## src/hw/rtl/voltage_window_classifier_debounced_assert.svh

```systemverilog
// Assertion macros for the voltage window classifier.
// Both forms vanish when SYNTHESIS is defined.
`ifndef VOLTAGE_WINDOW_CLASSIFIER_DEBOUNCED_ASSERT_SVH
`define VOLTAGE_WINDOW_CLASSIFIER_DEBOUNCED_ASSERT_SVH

`ifndef SYNTHESIS

// Property checked at each rising edge, suspended while reset is asserted.
`define VWCD_ASSERT(label, clk, rst_n, prop) \
	label: assert property (@(posedge clk) disable iff (!(rst_n)) (prop)) \
		else $error("vwcd assertion failed");

// Property checked at each rising edge, reset included.
`define VWCD_ASSERT_NR(label, clk, prop) \
	label: assert property (@(posedge clk) (prop)) \
		else $error("vwcd assertion failed");

`else

`define VWCD_ASSERT(label, clk, rst_n, prop)
`define VWCD_ASSERT_NR(label, clk, prop)

`endif

`endif

```

## src/hw/rtl/vwc_pkg.sv

```systemverilog
package vwc_pkg;

	// field widths
	localparam int THR_BITS        = 12;
	localparam int CNT_BITS        = 16;
	localparam int CFG_IDX_BITS    = 3;
	localparam int CFG_DATA_BITS   = 16;
	localparam int SAMPLE_BITS_DEF = 12;
	localparam int CODE_BITS       = 3;

	typedef logic [CODE_BITS-1:0] level_t;
	typedef logic [CODE_BITS-1:0] zone_t;
	typedef logic [CFG_IDX_BITS-1:0] cfg_idx_t;

	// confirmed level codes
	localparam level_t LV_NORMAL = 3'd0;
	localparam level_t LV_STOP   = 3'd1;
	localparam level_t LV_LOW    = 3'd2;
	localparam level_t LV_HIGH   = 3'd3;
	localparam level_t LV_OVER   = 3'd4;
	// marks a band zone, which never matches a confirmed level
	localparam level_t LV_NONE   = 3'd7;

	// raw zone codes
	localparam zone_t Z_NORMAL = 3'd0;
	localparam zone_t Z_STOP   = 3'd1;
	localparam zone_t Z_LOW    = 3'd2;
	localparam zone_t Z_LBAND  = 3'd3;
	localparam zone_t Z_HBAND  = 3'd4;
	localparam zone_t Z_HIGH   = 3'd5;
	localparam zone_t Z_OVER   = 3'd6;

	// register indexes
	localparam cfg_idx_t REG_STOP_LEVEL    = 3'd0;
	localparam cfg_idx_t REG_LOW_LEVEL     = 3'd1;
	localparam cfg_idx_t REG_LOW_BAND      = 3'd2;
	localparam cfg_idx_t REG_HIGH_LEVEL    = 3'd3;
	localparam cfg_idx_t REG_HIGH_BAND     = 3'd4;
	localparam cfg_idx_t REG_OVER_LEVEL    = 3'd5;
	localparam cfg_idx_t REG_CONFIRM_COUNT = 3'd6;

	// register reset values
	localparam logic [THR_BITS-1:0] THR_ZERO = '0;
	localparam logic [THR_BITS-1:0] THR_FULL = '1;

	// window thresholds handed to the classifier
	typedef struct packed {
		logic [THR_BITS-1:0] stop_level;
		logic [THR_BITS-1:0] low_level;
		logic [THR_BITS-1:0] low_band;
		logic [THR_BITS-1:0] high_level;
		logic [THR_BITS-1:0] high_band;
		logic [THR_BITS-1:0] over_level;
	} thr_t;

	// level code that a raw zone stands for
	function automatic level_t zone_as_level(input zone_t z);
		level_t r;
		case (z)
			Z_NORMAL: r = LV_NORMAL;
			Z_STOP:   r = LV_STOP;
			Z_LOW:    r = LV_LOW;
			Z_HIGH:   r = LV_HIGH;
			Z_OVER:   r = LV_OVER;
			default:  r = LV_NONE;
		endcase
		return r;
	endfunction

endpackage

```

## src/hw/rtl/vwc_zone.sv

```systemverilog
// Sorts one sample into its raw zone. Band edges are computed exactly,
// with two spare bits so the sum cannot wrap and the difference may go negative.
module vwc_zone #(
	parameter int SAMPLE_BITS = vwc_pkg::SAMPLE_BITS_DEF
) (
	input  logic [SAMPLE_BITS-1:0] sample,
	input  vwc_pkg::thr_t          thr,
	output vwc_pkg::zone_t         zone
);
	import vwc_pkg::*;

	localparam int WIDE_BITS = (SAMPLE_BITS > THR_BITS) ? SAMPLE_BITS : THR_BITS;
	localparam int CW        = WIDE_BITS + 2;

	logic signed [CW-1:0] s_w;
	logic signed [CW-1:0] stop_w;
	logic signed [CW-1:0] low_w;
	logic signed [CW-1:0] high_w;
	logic signed [CW-1:0] over_w;
	logic signed [CW-1:0] hi_lim;
	logic signed [CW-1:0] lo_lim;

	// zero-extend everything into a common signed width
	assign s_w    = signed'({{(CW-SAMPLE_BITS){1'b0}}, sample});
	assign stop_w = signed'({{(CW-THR_BITS){1'b0}}, thr.stop_level});
	assign low_w  = signed'({{(CW-THR_BITS){1'b0}}, thr.low_level});
	assign high_w = signed'({{(CW-THR_BITS){1'b0}}, thr.high_level});
	assign over_w = signed'({{(CW-THR_BITS){1'b0}}, thr.over_level});
	assign hi_lim = high_w + signed'({{(CW-THR_BITS){1'b0}}, thr.high_band});
	assign lo_lim = low_w - signed'({{(CW-THR_BITS){1'b0}}, thr.low_band});

	// zone tests in priority order
	always_comb begin
		if (s_w >= low_w && s_w <= high_w) begin
			zone = Z_NORMAL;
		end else if (s_w > high_w) begin
			if (s_w < hi_lim) begin
				zone = Z_HBAND;
			end else if (s_w <= over_w) begin
				zone = Z_HIGH;
			end else begin
				zone = Z_OVER;
			end
		end else if (s_w > lo_lim) begin
			zone = Z_LBAND;
		end else if (s_w >= stop_w) begin
			zone = Z_LOW;
		end else begin
			zone = Z_STOP;
		end
	end

endmodule

```

## src/hw/rtl/voltage_window_classifier_debounced.sv

```systemverilog
// Channel  | handshake                | payload
// ---------+--------------------------+------------------------------------
// in       | in_valid / in_stall      | sample [SAMPLE_BITS]
// out      | out_valid / out_stall    | level [3], raw_zone [3]
// cfg      | cfg_valid / cfg_ready    | cfg_index [3], cfg_data [16]
//
// One sample per cycle sustained while out_stall is low; from its beat a sample passes through
// the input register, then classify and debounce into the result register, to the outputs.
// The confirmed level and counter update as a sample moves into the result register.
// out_stall holds the result register and, once the input register is full, in_stall.
// Config is always ready. arst_n clears valids, state and config registers to defaults.
`include "voltage_window_classifier_debounced_assert.svh"

module voltage_window_classifier_debounced #(
	parameter int SAMPLE_BITS = vwc_pkg::SAMPLE_BITS_DEF
) (
	input  logic                               clk,
	input  logic                               arst_n,
	input  logic                               in_valid,
	output logic                               in_stall,
	input  logic [SAMPLE_BITS-1:0]             sample,
	output logic                               out_valid,
	input  logic                               out_stall,
	output vwc_pkg::level_t                    level,
	output vwc_pkg::zone_t                     raw_zone,
	input  logic                               cfg_valid,
	output logic                               cfg_ready,
	input  vwc_pkg::cfg_idx_t                  cfg_index,
	input  logic [vwc_pkg::CFG_DATA_BITS-1:0]  cfg_data
);
	import vwc_pkg::*;

	thr_t                  thr_q;
	logic [CNT_BITS-1:0]   confirm_count_q;
	level_t                lvl_q;
	logic [CNT_BITS-1:0]   cnt_q;

	logic                  valid_s1;
	logic [SAMPLE_BITS-1:0] sample_s1;
	logic                  valid_s2;
	level_t                level_s2;
	zone_t                 zone_s2;

	logic                  in_beat;
	logic                  s1_adv;
	zone_t                 zone_c;
	level_t                lvl_nxt;
	logic [CNT_BITS-1:0]   cnt_nxt;

	// config registers
	assign cfg_ready = 1'b1;

	always_ff @(posedge clk or negedge arst_n) begin
		if (!arst_n) begin
			thr_q.stop_level <= THR_ZERO;
			thr_q.low_level  <= THR_ZERO;
			thr_q.low_band   <= THR_ZERO;
			thr_q.high_level <= THR_FULL;
			thr_q.high_band  <= THR_ZERO;
			thr_q.over_level <= THR_FULL;
			confirm_count_q  <= '0;
		end else if (cfg_valid && cfg_ready) begin
			case (cfg_index)
				REG_STOP_LEVEL:    thr_q.stop_level <= cfg_data[THR_BITS-1:0];
				REG_LOW_LEVEL:     thr_q.low_level  <= cfg_data[THR_BITS-1:0];
				REG_LOW_BAND:      thr_q.low_band   <= cfg_data[THR_BITS-1:0];
				REG_HIGH_LEVEL:    thr_q.high_level <= cfg_data[THR_BITS-1:0];
				REG_HIGH_BAND:     thr_q.high_band  <= cfg_data[THR_BITS-1:0];
				REG_OVER_LEVEL:    thr_q.over_level <= cfg_data[THR_BITS-1:0];
				REG_CONFIRM_COUNT: confirm_count_q  <= cfg_data[CNT_BITS-1:0];
				default: ;
			endcase
		end
	end

	// handshake: s1 drains whenever the result register is free or leaving
	assign s1_adv   = valid_s1 && (!valid_s2 || !out_stall);
	assign in_stall = valid_s1 && !s1_adv;
	assign in_beat  = in_valid && !in_stall;

	// input register
	always_ff @(posedge clk or negedge arst_n) begin
		if (!arst_n) begin
			valid_s1 <= 1'b0;
		end else if (in_beat) begin
			valid_s1 <= 1'b1;
		end else if (s1_adv) begin
			valid_s1 <= 1'b0;
		end
	end

	always_ff @(posedge clk) begin
		if (in_beat) begin
			sample_s1 <= sample;
		end
	end

	vwc_zone #(
		.SAMPLE_BITS(SAMPLE_BITS)
	) u_zone (
		.sample (sample_s1),
		.thr    (thr_q),
		.zone   (zone_c)
	);

	// debounce: count differing samples, adopt once the count is reached
	always_comb begin
		lvl_nxt = lvl_q;
		cnt_nxt = '0;
		if (zone_as_level(zone_c) != lvl_q) begin
			if (cnt_q < confirm_count_q) begin
				cnt_nxt = cnt_q + 1'b1;
			end else if (zone_c == Z_LBAND) begin
				lvl_nxt = (lvl_q == LV_LOW || lvl_q == LV_STOP) ? LV_LOW : LV_NORMAL;
			end else if (zone_c == Z_HBAND) begin
				lvl_nxt = (lvl_q == LV_HIGH || lvl_q == LV_OVER) ? LV_HIGH : LV_NORMAL;
			end else begin
				lvl_nxt = zone_as_level(zone_c);
			end
		end
	end

	// debounce state
	always_ff @(posedge clk or negedge arst_n) begin
		if (!arst_n) begin
			lvl_q <= LV_NORMAL;
			cnt_q <= '0;
		end else if (s1_adv) begin
			lvl_q <= lvl_nxt;
			cnt_q <= cnt_nxt;
		end
	end

	// result register
	always_ff @(posedge clk or negedge arst_n) begin
		if (!arst_n) begin
			valid_s2 <= 1'b0;
		end else if (s1_adv) begin
			valid_s2 <= 1'b1;
		end else if (!out_stall) begin
			valid_s2 <= 1'b0;
		end
	end

	always_ff @(posedge clk) begin
		if (s1_adv) begin
			level_s2 <= lvl_nxt;
			zone_s2  <= zone_c;
		end
	end

	assign out_valid = valid_s2;
	assign level     = level_s2;
	assign raw_zone  = zone_s2;

	// a held sample stays in the input register
	`VWCD_ASSERT(a_s1_hold, clk, arst_n, valid_s1 && !s1_adv |=> valid_s1)
	// a level change always clears the counter
	`VWCD_ASSERT(a_adopt_clears, clk, arst_n, !$stable(lvl_q) |-> cnt_q == '0)
	// debounce state moves only with a sample entering the result register
	`VWCD_ASSERT(a_cnt_on_adv, clk, arst_n, !$stable(cnt_q) |-> $past(s1_adv))
	// a result is only dropped after its beat
	`VWCD_ASSERT(a_out_drop, clk, arst_n, $fell(valid_s2) |-> !$past(out_stall))

endmodule
```

## config.mk

```make
export PLATFORM = sky130hd
export DESIGN_NAME = voltage_window_classifier_debounced
export DESIGN_NICKNAME = d
export VERILOG_FILES = /design/src/hw/rtl/vwc_pkg.sv /design/src/hw/rtl/vwc_zone.sv /design/src/hw/rtl/voltage_window_classifier_debounced.sv
export VERILOG_INCLUDE_DIRS = /design/src /design/src/hw/rtl
export SDC_FILE = /design/constraint.sdc
export NUM_CORES = 1
export LEC_CHECK = 0
export ABC_AREA = 1
export BUFFER_PORTS_ARGS = -buffer_cell sky130_fd_sc_hd__buf_2
export CORE_MARGIN = 5
export CORE_UTILIZATION = 50
export DETAILED_ROUTE_END_ITERATION = 8
export PLACE_DENSITY_LB_ADDON = 0.1
export SLEW_MARGIN = 30
export SYNTH_ARGS = -nofsm -noshare
export SYNTH_HDL_FRONTEND = slang
export SYNTH_SLANG_ARGS = --single-unit
```

## constraint.sdc

```tcl
create_clock -name clk -period 4.84 [get_ports clk]
set_input_delay 0.968 -clock clk [delete_from_list [all_inputs] [get_ports clk]]
set_output_delay 0.968 -clock clk [all_outputs]
set_load 0.02 [all_outputs]
```

**Word-level counts from Yosys, hierarchy flattened**

Cells that the tools add are included.

- Flip-flop bits (word level): 127
- Output and inout bits: 9

- Add/subtract/negate cells: 3
- Reductions and logical operators: 21
- Magnitude comparators: 8
- Equal/unequal tests: 18
- Multiplexer cells: 19

Operators by type and width:

| cell | number |
|---|---|
| 16-bit 2-to-1 mux | 2 |
| 12-bit >= comparator | 2 |
| 12-bit <= comparator | 2 |
| 3-bit 2-to-1 mux | 8 |
| 3-bit equality test, second input constant | 7 |
| 3-bit by 2-bit equality test with 1-bit output, second input constant | 6 |
| 16-bit by 1-bit adder with 16-bit output, second input constant | 1 |
| 16-bit less-than comparator | 1 |
| 3-bit one-hot mux with 5 select lines | 1 |
| 13-bit by 14-bit > comparator with 1-bit output | 1 |
| 13-bit by 14-bit less-than comparator with 1-bit output | 1 |
| 2-bit AND reduction | 7 |
| 12-bit by 12-bit adder with 13-bit output | 1 |
| 12-bit by 12-bit subtractor with 13-bit output | 1 |
| 12-bit > comparator | 1 |
| 3-bit by 1-bit equality test with 1-bit output, second input constant | 3 |
| 2-bit 2-to-1 mux | 4 |
| 3-bit zero test | 2 |
| 1-bit logical AND | 4 |
| 1-bit zero test | 4 |
| 1-bit 2-to-1 mux | 4 |
| 1-bit logical OR | 3 |
| 3-bit inequality test | 1 |
| 2-bit by 1-bit inequality test with 1-bit output, second input constant | 1 |
| 2-bit nonzero test | 1 |

**Logic depth before layout (Yosys ltp)**

- Word-level depth: 11
- Depth in mapped cells: 37
- Gate-level depth less buffers: 37

**Hierarchy**

A second synthesis with hierarchy kept.

- Cell total of the unflattened synthesis: 1069
- Area total of the unflattened synthesis: 8579.5 µm²

By module, submodules not included:

| module | times used | area each (µm²) | cells each |
|---|---|---|---|
| voltage_window_classifier_debounced | 1 | 5526.6 | 572 |
| vwc_zone | 1 | 3052.9 | 497 |

**Worst setup path before layout**

No wires, ideal clock.

- Path type: flip-flop to flip-flop
- Start point: register thr_q[26] in the netlist's numbering
- End point: register cnt_q[10]
- Arrival time: 3.993 ns
- Cell stages (with the launch flop): 35
- Period minus slack after synthesis: 4.133 ns
- Path buffers: 1
- Slack: 0.707 ns
- Cell sequence: dfstp_2 -> ha_1 -> nand3_1 -> nand3_1 -> nand2_1 -> o311ai_0 -> nand2_1 -> nand2_1 -> nand2_1 -> nand2_1 -> a21oi_1 -> nor2_1 -> nor2_1 -> xor2_1 -> ha_1 -> a21oi_1 -> a21boi_0 -> nand2_1 -> nand3_1 -> nand2_2 -> nand2_1 -> inv_2 -> nand2_1 -> inv_1 -> ha_1 -> inv_1 -> o21ai_1 -> inv_1 -> nand2_2 -> xor2_2 -> nor2_4 -> nand3_4 -> buf_6 -> nand3b_1 -> o21ai_1

- Cells in the longest elaborated chain, start to end: 9
- Elaborated cells between the ends (all ways): 16
- Classes of those cells: add/sub: 1; order compare: 3; eq/ne: 5; mux: 5; reduce/logical: 2

Ends and longest elaborated chain:

| item | RTL line | text |
|---|---|---|
| start, declared | voltage_window_classifier_debounced.sv:33 | `thr_t thr_q;` |
| 12-bit by 12-bit adder with 13-bit output | vwc_zone.sv:29 | `assign hi_lim = high_w + signed'({{(CW-THR_BITS){1'b0}}, thr.high_band});` |
| 13-bit by 14-bit less-than comparator with 1-bit output | vwc_zone.sv:37 | `if (s_w < hi_lim) begin` |
| 3-bit 2-to-1 mux | vwc_zone.sv:37 |  |
| 3-bit 2-to-1 mux | vwc_zone.sv:36 | `end else if (s_w > high_w) begin` |
| 3-bit 2-to-1 mux * | vwc_zone.sv:34 | `if (s_w >= low_w && s_w <= high_w) begin` |
| named net u_zone.zone[0] | vwc_zone.sv:8 | `output vwc_pkg::zone_t zone` |
| 3-bit equality test (tied with other cells) | vwc_pkg.sv:59 | `case (z)` |
| 3-bit one-hot mux with 5 select lines * | vwc_pkg.sv:59 |  |
| 3-bit inequality test * | voltage_window_classifier_debounced.sv:110 | `if (zone_as_level(zone_c) != lvl_q) begin` |
| 16-bit 2-to-1 mux * | voltage_window_classifier_debounced.sv:110 |  |
| end signal, assigned | voltage_window_classifier_debounced.sv:130 | `cnt_q <= cnt_nxt;` |
| end, declared | voltage_window_classifier_debounced.sv:36 | `logic [CNT_BITS-1:0] cnt_q;` |

Mark *: on every way through the listed nets, which the timed path passes. The rest lies on a longest branch.
A chain may end at the register's enable or synchronous reset.

**Worst setup path in the final report**

- Start point: register thr_q[50] in the netlist's numbering
- End point: register lvl_q[1]

- Cells in the longest elaborated chain, start to end: 11
- Elaborated cells between the ends (all ways): 20
- Classes of those cells: add/sub: 1; order compare: 2; eq/ne: 7; mux: 8; reduce/logical: 2

Ends and longest elaborated chain:

| item | RTL line | text |
|---|---|---|
| 12-bit by 12-bit subtractor with 13-bit output | vwc_zone.sv:30 | `assign lo_lim = low_w - signed'({{(CW-THR_BITS){1'b0}}, thr.low_band});` |
| 13-bit by 14-bit > comparator with 1-bit output | vwc_zone.sv:44 | `end else if (s_w > lo_lim) begin` |
| 3-bit 2-to-1 mux | vwc_zone.sv:44 |  |
| 3-bit 2-to-1 mux | vwc_zone.sv:36 |  |
| 3-bit 2-to-1 mux * | vwc_zone.sv:34 |  |
| named net u_zone.zone[0] | vwc_zone.sv:8 |  |
| 3-bit equality test (tied with other cells) | vwc_pkg.sv:59 |  |
| 3-bit one-hot mux with 5 select lines | vwc_pkg.sv:59 |  |
| 3-bit 2-to-1 mux | voltage_window_classifier_debounced.sv:115 | `end else if (zone_c == Z_HBAND) begin` |
| 3-bit 2-to-1 mux | voltage_window_classifier_debounced.sv:113 | `end else if (zone_c == Z_LBAND) begin` |
| 3-bit 2-to-1 mux | voltage_window_classifier_debounced.sv:111 | `if (cnt_q < confirm_count_q) begin` |
| 3-bit 2-to-1 mux * | voltage_window_classifier_debounced.sv:110 |  |
| named net lvl_nxt[1] | voltage_window_classifier_debounced.sv:47 | `level_t lvl_nxt;` |
| end signal, assigned | voltage_window_classifier_debounced.sv:129 | `lvl_q <= lvl_nxt;` |
| end, declared | voltage_window_classifier_debounced.sv:35 | `level_t lvl_q;` |

Marked as above.

==> key figures <==
GRT
  • First-pass GRT wire length: 33000 um
  • Initial antenna violation count: 0
  • Vias in the first global route: 6449
  • Pin count of the biggest net entering global routing: 60
  • Gr ovfl total: 0
  • Tot GR Track Use: 21.40%

Logic synthesis
  • Yosys reg bits: 127
  • Synth warnings: 0
  • Syn nets: 1177
  • Cell count after synthesis: 1024
  • Sequential share of the synthesized area: 39.05%
  • Synthesized area per cell: 8.249 um2
  • Synthesized cell area: 8447 um2
  • Unique masters post-synth: 47

Setup path
  • Critical-path maximum fanout: 5
  • Critical path arrival: 4.86 ns
  • Crit path max-delay cell type: dfrtp_1
  • Critical Path Most Common Cell: nand2_1
  • WP data required: 5.21 ns
  • WS Path Type: flop to flop
  • Max stage delay on crit path: 0.40 ns
  • CP Launch Type: flop
  • CP endpoint kind: flop

Clocking
  • Insertion delay to the later sink of the worst-skew pair: 0.43 ns
  • H-tree depth: 4
  • CTS root buffer: clkbuf_16
  • CTS Buffer Depth: 2
  • CTS tree: built
  • Clock transition at path regs: 0.06 ns
  • CTS Hold Bufs: 0
  • Clock sink total: 127
  • CTS Buf Count: 17

Die
  • Die W: 140.0 um
  • Core region area: 16580 um2
  • Die ar.: 19590 um2
  • Row cnt: 47
  • Initial Utilization: 50.94%
  • DIE HEIGHT: 140.0 um
  • # IOs: 45

Timing
  • Post-route clock period utilization: 92.81%
  • Clk_skew: 0.01251 ns
  • Worst slew margin: 41.68%
  • Setup-failing EPs final: 0
  • Final Hold Fails: 0
  • F_max: 222.6 MHz
  • Fin crit period: 4.492 ns
  • Max Transition Viols Final: 0
  • Worst-margin pin slew: 0.8727 ns
  • Setup TNS: 0 ns

Placed design
  • Gp weighted congestion: 0.8253
  • Port Buffers: 43
  • Cell Count Post-Placement: 1271
  • Detailed placement HPWL: 14670 um

Status
  • Status: complete, no violations

Power and ir drop
  • IR drop worst, VDD: 0.3204 mV
  • Final Power: 4854 uW
  • P_leak: 0.004828 uW
  • PwrDens: 505.0 nW/um2

Drt
  • # DRC: 0
  • Initial drt markers: 295
  • Routed len/inst: 15.46 um
  • Routed wire length: 20210 um
  • Routed vias: 6692
  • Drt first pass iters: 5
  • Vias per inst: 5.120
  • Final ANT Viol Nets: 0

Layout
  • Layout cells sized above 1: 12.79%
  • Antenna diodes: 0
  • Finished Layout Cells: 1307
  • Area Overhead vs Synth: 13.78%
  • Fin nets: 1227
  • FILL cells: 1552

Run
  • Max-Cap Viols: 0

Worst hold path
  • Worst hold path type: flop to flop
==> cells in the mapped netlist, drive strengths merged <==
master	instances	share of area, %
nor3	7	0.53
o21bai	8	0.84
and2	5	0.37
xor2	30	3.2
a21oi	52	3.1
conb	1	0.044
dfstp	24	7.5
nand3	29	2.0
a21o	5	0.44
nand4	9	0.67
o21a	3	0.27
ha	115	17
nor2	56	2.6
o21ai	116	6.9
edfxtp	18	6.4
fa	2	0.47
o211ai	2	0.18
a31oi	2	0.15
nor4	2	0.33
o221ai	1	0.10
o31ai	2	0.18
nand2	247	11
o311ai	1	0.10
xnor2	6	0.62
dfrtp	85	25
a21boi	1	0.089
inv	163	7.3
mux2i	1	0.12
nand3b	11	0.98
a211oi	1	0.089
clkbuf	16	0.71
buf	3	0.28
==> placed cells by master, fill, tap and decap left out, types with 2 or more instances in the layout <==
cell type  Yosys  layout
ha_1         115     112
clkinv_4       0       3
nand2_2        6       8
dfstp_2       24      24
a21o_1         5       5
fa_1           2       2
nand4_1        9       9
nand2_1      240     238
nor2_1        53      52
o21ai_0      105     103
clkbuf_1      16       3
nand3_4        1       2
a21oi_1       52      50
buf_2          1      42
nor3_1         5       5
o21a_1         3       3
clkbuf_8       0       2
and2_1         5       5
xor2_1        29      29
nand3b_1      11      11
o21bai_1       7       7
inv_1        159     158
inv_2          3       4
clkbuf_16      0      17
nand3_2        3       5
nand3_1       25      24
nor3_2         2       2
nor2_2         2       3
a21oi_2        0       2
dfrtp_1       85      85
ha_4           0       3
buf_4          1       5
a31oi_1        2       2
o211ai_1       2       2
clkinv_1       0       2
o31ai_1        2       2
edfxtp_1      18      18
o21ai_1       11      12
bufinv_16      0       3
xnor2_1        6       6
==> power breakdown <==
part | switching, uW | internal, uW | total [uW]
logic | 1190 | 806 | 1990
registers | 197 | 1340 | 1540
clock network | 490 | 835 | 1320
==> metrics by stage <==
stage	setup WS [ns]	hold slack (ns)	util (%)	instance area (um2)
floorplan	0.7073	0.4530	-	8447
global placement	0.2378	0.4656	53.54	8879
detailed placement	0.1292	0.4735	53.55	8881
CTS	0.1108	0.4872	57.18	9482
global route	-0.01837	0.5002	57.95	9610
finish	0.3481	0.4805	57.95	9610
==> state kept, by name, indices dropped and copies added (netlist names) <==
name	cells
level	3
lvl_q	3
sample_s1	12
confirm_count_q	16
thr_q	72
raw_zone	3
valid_s1	1
out_valid	1
cnt_q	16
==> layer usage <==
| layer | share of wire [%] | GRT usage (%) | vias to the layer above |
|---|---|---|---|
| li1 | - | - | 3447 |
| met1 | 48 | 28.62 | 3120 |
| met2 | 47 | 35.20 | 105 |
| met3 | 3.7 | 5.112 | 20 |
| met4 | 1.3 | 5.507 | 0 |
| met5 | 0 | 0 | - |
==> final timing paths <==
check | cells past startpoint | start | end | slack (ns)
min in group asynchronous | 1 | arst_n | thr_q[13] | 0.61
worst min-delay path | 2 | thr_q[40] | thr_q[40] | 0.48
worst min register to register | 2 | thr_q[40] | thr_q[40] | 0.48
worst max-delay path | 32 | thr_q[50] | lvl_q[1] | 0.35
max in group asynchronous | 2 | arst_n | thr_q[11] | 3.32
worst max register to register | 32 | thr_q[50] | lvl_q[1] | 0.35
==> logic make-up (layout without fill, tap and decap cells) <==
kind of cell | Yosys count | after routing | synth area share, %
other | 1 | 1 | 0.04440
AOI/OAI and AO/OA | 194 | 194 | 12.40
adders and majority gates | 117 | 117 | 17.51
buffers and inverters | 182 | 243 | 8.265
xor gates and xnor gates | 36 | 36 | 3.822
and+or+nand+nor | 366 | 368 | 18.80
muxes | 1 | 1 | 0.1185
DFF | 127 | 127 | 39.05
==> worst max-delay path, delay by kind of cell, from the launching register on <==
family / cells / cell delay, ns
AO/OA/AOI/OAI: 6 / 0.75
AND/OR/NAND/NOR: 16 / 1.70
XOR/XNOR: 2 / 0.31
flip-flops: 1 / 0.40
adder cells (fa/ha/maj): 3 / 0.85
buffers and inverters: 5 / 0.41
==> cell type report <==
| class | count | area (um2) | area share (%) |
|---|---|---|---|
| clock buffer | 22 | 464.2 | 4.830 |
| clock inverter | 10 | 136.4 | 1.419 |
| timing repair buffer | 48 | 259.0 | 2.695 |
| multi-input combinational | 717 | 4563 | 47.48 |
| tap | 220 | 275.3 | 2.864 |
| sequential | 127 | 3298 | 34.32 |
| inverter | 163 | 614.3 | 6.392 |
==> repair_timing <==
action / 4_1_cts / 5_1_grt
setup endpoints to repair: 0 / 22
resized for setup: 0 / 19
buffers inserted: 0 / 2
(Power assumes the default switching activity.)
